## src/hdl/kmng_pkg.sv

```systemverilog
// Shared types and constants for the key to MIDI note generator.
package kmng_pkg;

    localparam int NUM_KEYS_DEF = 13;

    localparam logic [6:0] OCT_STEP    = 7'd12;
    localparam logic [6:0] FIFTH_UP    = 7'd19;
    localparam logic [6:0] RELEASE_VEL = 7'd64;
    localparam logic [6:0] BASE_MAX    = 7'd84;
    localparam logic [6:0] BASE_MIN    = 7'd36;
    localparam logic [6:0] VEL_RESET   = 7'd80;
    localparam logic [3:0] CHAN_RESET  = 4'd0;

    typedef enum logic [1:0] {
        ACT_KEY      = 2'd0,
        ACT_OCT_UP   = 2'd1,
        ACT_OCT_DOWN = 2'd2
    } t_action;

    typedef enum logic {
        REG_CHANNEL  = 1'b0,
        REG_VELOCITY = 1'b1
    } t_reg_idx;

    typedef enum logic [1:0] {
        SLOT_ROOT   = 2'd0,
        SLOT_OCTAVE = 2'd1,
        SLOT_FIFTH  = 2'd2
    } t_slot;

    // One accepted key edge, waiting to be turned into messages.
    typedef struct packed {
        logic [6:0] note;
        logic       level;
        logic       chord;
    } t_job;

    // Handshake between the front end and the message emitter.
    typedef struct packed {
        logic load;
        t_job job;
    } t_job_req;

endpackage

```

## src/hdl/kmng_if.sv

```systemverilog
// Request and message channel interfaces of the key to MIDI note generator.
interface kmng_req_if;
    logic       valid;
    logic       ready;
    logic [1:0] action;
    logic [3:0] key;
    logic       level;
    logic       chord;

    modport source (output valid, action, key, level, chord, input ready);
    modport sink   (input valid, action, key, level, chord, output ready);
endinterface

interface kmng_msg_if;
    logic       valid;
    logic       ready;
    logic       note_on;
    logic [3:0] out_channel;
    logic [6:0] note;
    logic [6:0] out_velocity;
    logic       last;

    modport source (output valid, note_on, out_channel, note, out_velocity, last,
                    input ready);
    modport sink   (input valid, note_on, out_channel, note, out_velocity, last,
                    output ready);
endinterface

```

## src/hdl/kmng_emit.sv

```systemverilog
// Message emitter: job register, slot counter and registered message output.
module kmng_emit (
    input  logic                i_clk,
    input  logic                i_rst_n,
    input  kmng_pkg::t_job_req  i_job_req,
    input  logic [3:0]          i_channel,
    input  logic [6:0]          i_velocity,
    output logic                o_ready,
    kmng_msg_if.source          o_msg
);

    logic               r_job_valid;
    kmng_pkg::t_job     r_job;
    kmng_pkg::t_slot    r_slot;
    kmng_pkg::t_slot    n_slot;

    logic               r_out_valid;
    logic               r_note_on;
    logic [3:0]         r_channel;
    logic [6:0]         r_note;
    logic [6:0]         r_velocity;
    logic               r_last;

    logic               w_out_load;
    logic               w_job_last;
    logic [6:0]         w_offset;
    logic [6:0]         w_velocity;

    assign w_out_load = r_job_valid && (!r_out_valid || o_msg.ready);
    assign w_job_last = !r_job.chord || (r_slot == kmng_pkg::SLOT_FIFTH);
    assign o_ready    = !r_job_valid || (w_out_load && w_job_last);

    always_comb begin
        case (r_slot)
            kmng_pkg::SLOT_ROOT: begin
                w_offset   = 7'd0;
                w_velocity = r_job.level ? i_velocity : kmng_pkg::RELEASE_VEL;
                n_slot     = kmng_pkg::SLOT_OCTAVE;
            end
            kmng_pkg::SLOT_OCTAVE: begin
                w_offset   = kmng_pkg::OCT_STEP;
                w_velocity = i_velocity;
                n_slot     = kmng_pkg::SLOT_FIFTH;
            end
            kmng_pkg::SLOT_FIFTH: begin
                w_offset   = kmng_pkg::FIFTH_UP;
                w_velocity = i_velocity;
                n_slot     = kmng_pkg::SLOT_ROOT;
            end
            default: begin
                w_offset   = 7'd0;
                w_velocity = i_velocity;
                n_slot     = kmng_pkg::SLOT_ROOT;
            end
        endcase
    end

    // Job register: load a new edge, step through its slots, drop when done.
    always_ff @(posedge i_clk) begin
        if (!i_rst_n) begin
            r_job_valid <= 1'b0;
            r_slot      <= kmng_pkg::SLOT_ROOT;
        end else if (i_job_req.load) begin
            r_job_valid <= 1'b1;
            r_slot      <= kmng_pkg::SLOT_ROOT;
        end else if (w_out_load && w_job_last) begin
            r_job_valid <= 1'b0;
            r_slot      <= kmng_pkg::SLOT_ROOT;
        end else if (w_out_load) begin
            r_slot      <= n_slot;
        end
    end

    always_ff @(posedge i_clk) begin
        if (i_job_req.load) begin
            r_job <= i_job_req.job;
        end
    end

    // Output register: hold while stalled.
    always_ff @(posedge i_clk) begin
        if (!i_rst_n) begin
            r_out_valid <= 1'b0;
        end else if (w_out_load) begin
            r_out_valid <= 1'b1;
        end else if (o_msg.ready) begin
            r_out_valid <= 1'b0;
        end
    end

    always_ff @(posedge i_clk) begin
        if (w_out_load) begin
            r_note_on  <= r_job.level;
            r_channel  <= i_channel;
            r_note     <= r_job.note + w_offset;
            r_velocity <= w_velocity;
            r_last     <= w_job_last;
        end
    end

    assign o_msg.valid        = r_out_valid;
    assign o_msg.note_on      = r_note_on;
    assign o_msg.out_channel  = r_channel;
    assign o_msg.note         = r_note;
    assign o_msg.out_velocity = r_velocity;
    assign o_msg.last         = r_last;

endmodule

```

## src/hdl/key_to_midi_note_generator.sv

```systemverilog
// Top level of the key to MIDI note generator.
//
// Usage:
//   i_req  carries key edges (action key edge, key, level, chord) and octave
//          up/down presses. A key edge for a key below NUM_KEYS yields one
//          note on/off message, or three when chord is set (root, +12, +19).
//          Octave presses and ignored requests yield no message.
//   o_msg  carries the messages; last marks the final message of a request.
//   APB    writes and reads channel (address 0) and velocity (address 4).
// Timing: an accepted key edge goes into the job register, and each of its
//   messages then into the output register. Throughput: one message per
//   cycle while o_msg.ready does not stall it; the job register and its slot
//   counter step a chord edge through its three messages. A new request is
//   taken as the last message of the current job is loaded.
// Stall: while o_msg.ready is low the output register holds its message and
//   i_req.ready falls as soon as the pending job cannot advance.
// Reset: channel 0, velocity 80, octave base 36, no keys held, both
//   channels empty; i_req.ready stays low while reset is held.
module key_to_midi_note_generator #(
    parameter int NUM_KEYS = kmng_pkg::NUM_KEYS_DEF
) (
    input  logic        i_clk,
    input  logic        i_rst_n,
    kmng_req_if.sink    i_req,
    kmng_msg_if.source  o_msg,
    input  logic        psel,
    input  logic        penable,
    input  logic        pwrite,
    input  logic [2:0]  paddr,
    input  logic [31:0] pwdata,
    output logic [31:0] prdata,
    output logic        pready
);

    // Configuration registers
    logic [3:0]             r_channel;
    logic [6:0]             r_velocity;

    // Octave base and held key map
    logic [6:0]             r_base;
    logic [6:0]             n_base;
    logic [NUM_KEYS-1:0]    r_held;
    logic [NUM_KEYS-1:0]    n_held;

    logic                   w_cfg_wr;
    logic                   w_accept;
    logic                   w_emit_ready;
    logic [NUM_KEYS-1:0]    w_key_sel;
    logic                   w_key_ok;
    logic                   w_none_held;
    kmng_pkg::t_job_req     w_job_req;

    // ---------------------------------------------------------------
    // APB port: zero wait states, register picked by paddr[2]
    // ---------------------------------------------------------------
    assign pready   = 1'b1;
    assign w_cfg_wr = psel && penable && pwrite && pready;

    always_ff @(posedge i_clk) begin
        if (!i_rst_n) begin
            r_channel  <= kmng_pkg::CHAN_RESET;
            r_velocity <= kmng_pkg::VEL_RESET;
        end else if (w_cfg_wr) begin
            case (kmng_pkg::t_reg_idx'(paddr[2]))
                kmng_pkg::REG_CHANNEL:  r_channel  <= pwdata[3:0];
                kmng_pkg::REG_VELOCITY: r_velocity <= pwdata[6:0];
                default: ;
            endcase
        end
    end

    always_comb begin
        case (kmng_pkg::t_reg_idx'(paddr[2]))
            kmng_pkg::REG_CHANNEL:  prdata = 32'(r_channel);
            kmng_pkg::REG_VELOCITY: prdata = 32'(r_velocity);
            default:                prdata = 32'd0;
        endcase
    end

    // ---------------------------------------------------------------
    // Request decode
    // ---------------------------------------------------------------
    // Hold off requests during reset so none is taken and then dropped.
    assign i_req.ready = w_emit_ready && i_rst_n;
    assign w_accept    = i_req.valid && i_req.ready;

    // One-hot key select; a key at or above NUM_KEYS selects nothing.
    always_comb begin
        for (int i = 0; i < NUM_KEYS; i++) begin
            w_key_sel[i] = (i_req.key == 4'(i));
        end
    end

    assign w_key_ok    = |w_key_sel;
    assign w_none_held = (r_held == '0);

    // Next octave base and held map for the request at the input.
    always_comb begin
        n_base = r_base;
        n_held = r_held;
        case (kmng_pkg::t_action'(i_req.action))
            kmng_pkg::ACT_KEY: begin
                if (i_req.level) begin
                    n_held = r_held | w_key_sel;
                end else begin
                    n_held = r_held & ~w_key_sel;
                end
            end
            kmng_pkg::ACT_OCT_UP: begin
                // Shift octave only with all keys up and below the ceiling
                if (w_none_held && (r_base < kmng_pkg::BASE_MAX)) begin
                    n_base = r_base + kmng_pkg::OCT_STEP;
                end
            end
            kmng_pkg::ACT_OCT_DOWN: begin
                if (w_none_held && (r_base > kmng_pkg::BASE_MIN)) begin
                    n_base = r_base - kmng_pkg::OCT_STEP;
                end
            end
            default: ;
        endcase
    end

    always_ff @(posedge i_clk) begin
        if (!i_rst_n) begin
            r_base <= kmng_pkg::BASE_MIN;
            r_held <= '0;
        end else if (w_accept) begin
            r_base <= n_base;
            r_held <= n_held;
        end
    end

    // Hand a valid key edge to the emitter with its root note.
    always_comb begin
        w_job_req.load      = w_accept && w_key_ok &&
                              (kmng_pkg::t_action'(i_req.action) == kmng_pkg::ACT_KEY);
        w_job_req.job.note  = r_base + 7'(i_req.key);
        w_job_req.job.level = i_req.level;
        w_job_req.job.chord = i_req.chord;
    end

    kmng_emit u_emit (
        .i_clk      (i_clk),
        .i_rst_n    (i_rst_n),
        .i_job_req  (w_job_req),
        .i_channel  (r_channel),
        .i_velocity (r_velocity),
        .o_ready    (w_emit_ready),
        .o_msg      (o_msg)
    );

`ifndef SYNTHESIS
    // Octave base stays on one of the five legal octaves.
    a_base_legal: assert property (@(posedge i_clk) disable iff (!i_rst_n)
        (r_base == 7'd36) || (r_base == 7'd48) || (r_base == 7'd60) ||
        (r_base == 7'd72) || (r_base == 7'd84))
        else $error("octave base left the legal set");

    // An octave press while a key is held leaves the base alone.
    a_base_locked: assert property (@(posedge i_clk) disable iff (!i_rst_n)
        (w_accept && !w_none_held &&
         (kmng_pkg::t_action'(i_req.action) != kmng_pkg::ACT_KEY))
        |=> $stable(r_base))
        else $error("octave changed while keys were held");

    // A key edge that is not valid leaves the held map alone.
    a_held_ignore: assert property (@(posedge i_clk) disable iff (!i_rst_n)
        (w_accept && !w_job_req.load) |=> $stable(r_held))
        else $error("held map changed on an ignored request");
`endif

endmodule

```

## src/flat_wrapper.sv

```systemverilog
// flat-port wrapper written by rule: the top's interface ports become plain ports
module key_to_midi_note_generator_flat 
#(
    parameter int NUM_KEYS = kmng_pkg::NUM_KEYS_DEF
)
  (i_clk, i_rst_n, psel, penable, pwrite, paddr, pwdata, prdata, pready, i_req_valid, i_req_action, i_req_key, i_req_level, i_req_chord, i_req_ready, o_msg_valid, o_msg_note_on, o_msg_out_channel, o_msg_note, o_msg_out_velocity, o_msg_last, o_msg_ready);
  kmng_req_if i_req_i ();
  kmng_msg_if o_msg_i ();
  input  logic i_clk;
  input  logic i_rst_n;
  input  logic psel;
  input  logic penable;
  input  logic pwrite;
  input  logic [2:0] paddr;
  input  logic [31:0] pwdata;
  output logic [31:0] prdata;
  output logic pready;
  input wire logic [$bits(i_req_i.valid)-1:0] i_req_valid;
  input wire logic [$bits(i_req_i.action)-1:0] i_req_action;
  input wire logic [$bits(i_req_i.key)-1:0] i_req_key;
  input wire logic [$bits(i_req_i.level)-1:0] i_req_level;
  input wire logic [$bits(i_req_i.chord)-1:0] i_req_chord;
  output wire logic [$bits(i_req_i.ready)-1:0] i_req_ready;
  output wire logic [$bits(o_msg_i.valid)-1:0] o_msg_valid;
  output wire logic [$bits(o_msg_i.note_on)-1:0] o_msg_note_on;
  output wire logic [$bits(o_msg_i.out_channel)-1:0] o_msg_out_channel;
  output wire logic [$bits(o_msg_i.note)-1:0] o_msg_note;
  output wire logic [$bits(o_msg_i.out_velocity)-1:0] o_msg_out_velocity;
  output wire logic [$bits(o_msg_i.last)-1:0] o_msg_last;
  input wire logic [$bits(o_msg_i.ready)-1:0] o_msg_ready;
  assign i_req_i.valid = i_req_valid;
  assign i_req_i.action = i_req_action;
  assign i_req_i.key = i_req_key;
  assign i_req_i.level = i_req_level;
  assign i_req_i.chord = i_req_chord;
  assign i_req_ready = i_req_i.ready;
  assign o_msg_valid = o_msg_i.valid;
  assign o_msg_note_on = o_msg_i.note_on;
  assign o_msg_out_channel = o_msg_i.out_channel;
  assign o_msg_note = o_msg_i.note;
  assign o_msg_out_velocity = o_msg_i.out_velocity;
  assign o_msg_last = o_msg_i.last;
  assign o_msg_i.ready = o_msg_ready;
  key_to_midi_note_generator #(.NUM_KEYS(NUM_KEYS)) u_core (.i_clk(i_clk), .i_rst_n(i_rst_n), .i_req(i_req_i), .o_msg(o_msg_i), .psel(psel), .penable(penable), .pwrite(pwrite), .paddr(paddr), .pwdata(pwdata), .prdata(prdata), .pready(pready));
endmodule
```

## config.mk

```make
export PLATFORM = sky130hd
export DESIGN_NAME = key_to_midi_note_generator_flat
export DESIGN_NICKNAME = d
export VERILOG_FILES = /design/src/hdl/kmng_pkg.sv /design/src/hdl/kmng_if.sv /design/src/hdl/kmng_emit.sv /design/src/hdl/key_to_midi_note_generator.sv /design/src/flat_wrapper.sv
export SDC_FILE = /design/constraint.sdc
export NUM_CORES = 1
export LEC_CHECK = 0
export ABC_AREA = 1
export BUFFER_PORTS_ARGS = -buffer_cell sky130_fd_sc_hd__buf_2
export CAP_MARGIN = 5
export CELL_PAD_IN_SITES_DETAIL_PLACEMENT = 0
export CELL_PAD_IN_SITES_GLOBAL_PLACEMENT = 1
export CORE_MARGIN = 2
export CORE_UTILIZATION = 37
export DETAILED_ROUTE_END_ITERATION = 16
export PLACE_DENSITY_LB_ADDON = 0.1
export REMOVE_ABC_BUFFERS = 1
export SYNTH_ARGS = -nofsm -noshare
export SYNTH_HDL_FRONTEND = slang
export SYNTH_SLANG_ARGS = --single-unit
```

## constraint.sdc

```tcl
create_clock -name i_clk -period 2.3 [get_ports i_clk]
set_clock_uncertainty 0.1 [all_clocks]
set_input_delay 0.115 -clock i_clk [delete_from_list [all_inputs] [get_ports i_clk]]
set_output_delay 0.115 -clock i_clk [all_outputs]
set_load 0.01 [all_outputs]
```

* Yosys cells after proc, flatten, opt, wreduce, memory -nomap -nowiden
Index checks and enable logic that the tools add are counted.
** Operators by class
- Add/subtract/negate cells :: 4
- Order comparisons :: 2
- Equal/unequal tests :: 18
- Mux-type cells :: 13
- Bitwise gates (word level) :: 5
- Reduce and logical (&&, ||, !) cells :: 29
** Operators by type and width (count)
- $pmux W32 S2 :: 1
- $mux W7 :: 4
- $eq A4 B4 Y1 const B :: 5
- $eq A4 B3 Y1 const B :: 4
- $pmux W7 S2 :: 1
- $and A13 B13 Y13 :: 1
- $logic_not A13 Y1 :: 1
- $mux W13 :: 1
- $not A13 Y13 :: 1
- $or A13 B13 Y13 :: 1
- $reduce_or A13 Y1 :: 1
- $logic_and A1 B1 Y1 :: 10
- $pmux W5 S2 :: 1
- $eq A4 B2 Y1 const B :: 2
- $add A7 B4 Y7 :: 1
- $add A7 B4 Y7 const B :: 1
- $add A7 B7 Y7 :: 1
- $gt A7 B6 Y1 const B :: 1
- $lt A7 B7 Y1 const B :: 1
- $sub A7 B4 Y7 const B :: 1
- $reduce_and A2 Y1 :: 3
- $reduce_bool A2 Y1 :: 3
- $eq A2 B1 Y1 const B :: 2
- $eq A2 B2 Y1 const B :: 2
- other kinds (11) :: 21
** Word-level totals
- Flip-flop bits (word level) :: 64
- Input port bits :: 50
- Output and inout port bits :: 55
- Word-level logic and storage cells :: 86

* Depth between registers and ports, before layout
- Depth in word-level cells :: 10
- Depth in mapped cells :: 11
- Depth with buffers taken out :: 11

* By module
From an unflattened synthesis, not the netlist that was laid out.
** Second synthesis, totals
- Cell total of the unflattened synthesis :: 387
- Area total of the unflattened synthesis :: 3236.9 um2
** By module, submodules not included
- key_to_midi_note_generator :: instances 1, cells an instance 261, area each 1835.5 um2, seq. area each 580.6 um2
- kmng_emit :: instances 1, cells an instance 126, area each 1401.3 um2, seq. area each 950.9 um2

* Worst setup path before layout
No wires, ideal clock.
- Path type :: reg-to-reg
- Start point :: register u_core.u_emit.r_job_valid
- End point :: register u_core.u_emit.r_job[0] (netlist bit), enable pin
- Setup time :: 0.329 ns
- Arrival time :: 1.607 ns
- Data required time :: 1.871 ns
- Path slack :: 0.264 ns
- Stages on the path, launching flop included :: 9
- Path buffers :: 0
- Period minus slack after synthesis :: 2.036 ns
- Cell sequence :: dfxtp_1 > inv_1 > a21oi_4 > nand2_4 > nand2_2 > nand3_4 > nor2_8 > nand2_1 > inv_1
** RTL lines
- start, declared :: line kmng_emit.sv:12 : logic r_job_valid;
- start signal, assigned :: line kmng_emit.sv:61 : r_job_valid <= 1'b0;
- start signal, assigned :: line kmng_emit.sv:64 : r_job_valid <= 1'b1;
- start signal, assigned :: line kmng_emit.sv:67 : r_job_valid <= 1'b0;
- end signal, assigned :: line kmng_emit.sv:76 : r_job <= i_job_req.job;
- end, declared :: line kmng_emit.sv:13 : kmng_pkg::t_job r_job;

* Final worst setup path
- Start point :: register u_core.u_emit.r_slot[0]
- End point :: register u_core.u_emit.r_note[6], in the netlist u_core.u_emit.o_msg.note[6] (data pin)
** Between the ends
- Longest elaborated chain between the ends :: 3
- Elaborated cells on any way between the ends :: 4
- Those cells by class :: 1 x add/sub; 2 x eq/ne; 1 x mux
** RTL lines
- start, declared :: line kmng_emit.sv:14 : kmng_pkg::t_slot r_slot;
- start signal, assigned :: line kmng_emit.sv:62 : r_slot <= kmng_pkg::SLOT_ROOT;
- start signal, assigned :: line kmng_emit.sv:65 : r_slot <= kmng_pkg::SLOT_ROOT;
- start signal, assigned :: line kmng_emit.sv:68 : r_slot <= kmng_pkg::SLOT_ROOT;
- $eq A2 B2 Y1 / $eq A2 B1 Y1 (equally long branches) :: line kmng_emit.sv:34 : case (r_slot)
- $pmux W5 S2 * :: line kmng_emit.sv:34
- $add A7 B7 Y7 * :: line kmng_emit.sv:95 : r_note <= r_job.note + w_offset;
- end signal, assigned :: line kmng_emit.sv:95
- end, declared :: line kmng_emit.sv:20 : logic [6:0] r_note;
Every way passes the cells marked *; elsewhere a longest branch is shown, timed or not.
A chain may end at the register's enable or synchronous reset.

==> flow_summary.yaml <==
timing:
  max_clock_freq_mhz: 474
  fin_ws_ns: 0.192
  hold_ws_ns: 0.0622
  timing.slew.headroom_pct: 61.7
  period_needed_ns: 2.11
  setup_violations: 0
  rsz0062_at_grt: "no"
  worst_pin_slew_ns: 0.573
  min_period_over_period_pct: 91.6
  hold_violations: 0
  maxSlewViolCount: 0
  finalSetupTns_ns: 0
hold_path:
  holdCritStartpoint: "i_rst_n"
  min_delay_path_depth: 3
  min_to: "u_core.r_channel[0]"
  hp-class: "primary input to register"
critical_path:
  startpoint_type: "register"
  worstPathMaxFanout: 4
  r2r-end: "u_core.u_emit.o_msg.note[6]"
  crit_buf_inv: 2
  cp_slowest_cell: "fa_1"
  path_cells: "inv_2 > nand2_1 > inv_1 > ha_1 > fa_1 > nand3_1 > a21oi_1 > o21ai_0 > xnor2_1"
  crit_family: "adder cells"
  worstSetupEndpointType: "register"
  worst-r2r-setup-slack_ns: 0.19
  cp.arrival_ns: 2.09
  r2r-start: "u_core.u_emit.r_slot[0]"
  critPathMaxStageDelay_ns: 0.42
  worstSetupPathType: "register to register"
  crit_required_ns: 2.28
  rr_worst_depth: 9
yosys:
  synth_area_leaders: "edfxtp_1 27%, dfxtp_1 21%, nand2_1 7.3%, buf_4 6.3%, ha_1 5.1%"
  synthCells: 366
  ys_ff_latch: 62
  synth_edf_count: 29
  yosysMostFrequentCell: "nand2_1"
  syn_area_per_cell_um2: 8.73
  async_flop_share_pct: 0
  seq_area_frac_synth_pct: 47.9
  synth_common_cells: "62 x nand2_1, 42 x nor2_1, 38 x inv_1"
  synth_flop_cell: "dfxtp_1"
  synth_area_um2: 3200
  synth.top_cell.area_share_pct: 27.3
  synth_area_leader_cell: "edfxtp_1"
  ys_warn_count: 0
  synth_cell_types: 30
clocking:
  root_buffer: "clkbuf_8"
  clk_pin_slew_worst_paths_ns: 0.07
  clock_path_buffers: 2
  clkLatencyLatePin_ns: 0.33
  cts-buffers-inserted: 9
  cts_tree: "yes"
  post_cts_buffers: 0
  htreeDepth: 3
  clock-sinks: 62
global_routing:
  grt_overflow: 0
  grt_pass1_vias: 2354
  grt_max_degree: 25
  grt_first_pass_wirelength_um: 11100
  antenna_found_initial: 0
  gr-usage-all-layers_pct: 14.5
die:
  coreArea_um2: 8300
  die_area_um2: 9400
  die_y_um: 96.9
  rows: 33
  start_util_pct: 38.5
  pin_count: 105
  fp.dieW_um: 96.9
power:
  power_frac_clock_pct: 39.1
  p_int_mw: 1.77
  ir_drop_mv: 0.254
  p_leak_nw: 1.71
  p_switching_mw: 0.620
  pwr-share-comb_pct: 10.9
  power_per_cell_area_nw_per_um2: 635
  swShare_pct: 25.9
  seqPwrFrac_pct: 50.0
placement:
  gp_congestion: 0.768
  io_buffer_count: 51
  hpwl_um: 4750
  place_area_um2: 3470
  dpl_worst_slack_ns: 0.196
routing:
  wl_per_cell_um: 12.0
  viasPerCell: 4.53
  initialDrtViolationCount: 99
  drc: 0
  vias: 2470
  final_antenna_net_count: 0
  drtPass1Iterations: 4
  routed_wl_um: 6550
layout:
  drive_above_1_share_pct: 18.4
  antenna_cells: 0
  area_delta_synth_final_pct: 18.1
  nets: 501
  final_cell_area_um2: 3770
  final_util_pct: 45.5
run:
  cap_viol_max_count: 0
outcome:
  status: "finished, final reports clean"
cells in the final DEF (no fill, tap or decap), drive strengths merged, types with 11 or more instances in the layout:
cell          n
a21oi        30
buf          57
conb         26
dfxtp        33
dlygate4sd3  11
edfxtp       29
ha           13
inv          39
nand2        64
nand3        27
nand4        12
nor2         44
o21ai        18
worst reg2reg max path, delay by kind of cell, from the launching register on:
kind	cells	cell delay, ns
AO/OA/AOI/OAI	2	0.28
adder cells (fa/ha/maj)	2	0.66
AND/OR/NAND/NOR	2	0.19
flip-flops	1	0.38
buffers and inverters	2	0.15
XOR/XNOR	1	0.09
worst max path at each step:
stage / endpoint / startpoint / slack (ns) / cells past startpoint
finish: u_core.u_emit.o_msg.note[6] / u_core.u_emit.r_slot[0] / 0.19 / 9
global route: u_core.u_emit.o_msg.note[6] / u_core.u_emit.r_slot[0] / 0.03 / 9
CTS: u_core.u_emit.o_msg.note[6] / u_core.u_emit.r_slot[0] / 0.18 / 9
detailed placement: u_core.u_emit.o_msg.note[6] / u_core.u_emit.r_slot[0] / 0.20 / 9
global placement: u_core.u_emit.o_msg.note[6] / u_core.u_emit.r_slot[0] / 0.25 / 9
floorplan: u_core.u_emit.r_job[0] / u_core.u_emit.r_job_valid / 0.13 / 8
timing repair:
| action | 4_1_cts | 5_1_grt |
|---|---|---|
| endpoints found under the hold margin | 15 | 0 |
| hold buffers | 11 | 0 |
| resized for setup | 0 | 0 |
metrics by stage:
step           power, mW  cells
3_5_place_dp        1.47    518
2_1_floorplan       1.37    356
3_3_place_gp        1.47    518
4_1_cts             2.42    545
6_report            2.39    545
5_1_grt             2.52    545
logic make-up (layout without fill, tap and decap cells):
logic type               after synthesis  after routing  share of synthesized area, %
AND/OR/NAND/NOR                      152            152                          21.4
buffers and inverters                 74            124                          12.4
flip-flops                            62             62                          47.9
AO/OA/AOI/OAI                         50             50                          8.34
adder cells (fa/ha/maj)               16             16                          6.97
XOR/XNOR                              10             10                          2.74
other                                  2             26                         0.235
routing by layer:
layer	wire length [um]	vias up	share of wire [%]	track usage (%)
li1	-	1288	-	-
met3	322	6	4.9	3.76
met2	3050	61	47	24.4
met4	70	0	1.1	4.23
met1	3110	1115	47	18.5
met5	0	-	0	0
power by group through the flow:
stage	sequential, mW	clock (mW)	combinational, mW
3_3_place_gp	1.22	0	0.244
2_1_floorplan	1.22	0	0.153
5_1_grt	1.20	1.03	0.298
4_1_cts	1.20	0.962	0.263
3_5_place_dp	1.22	0	0.246
6_report	1.20	0.935	0.261
layout make-up:
type                       instances  area (um^2)
inverter                          40          150
multi-input combinational        254         1360
tap                              105          131
sequential                        62         1530
timing repair buffer              68          410
clock inverter                     6         62.6
clock buffer                      10          128
fill                             845         4530
Power figures use the tool's default switching activity.
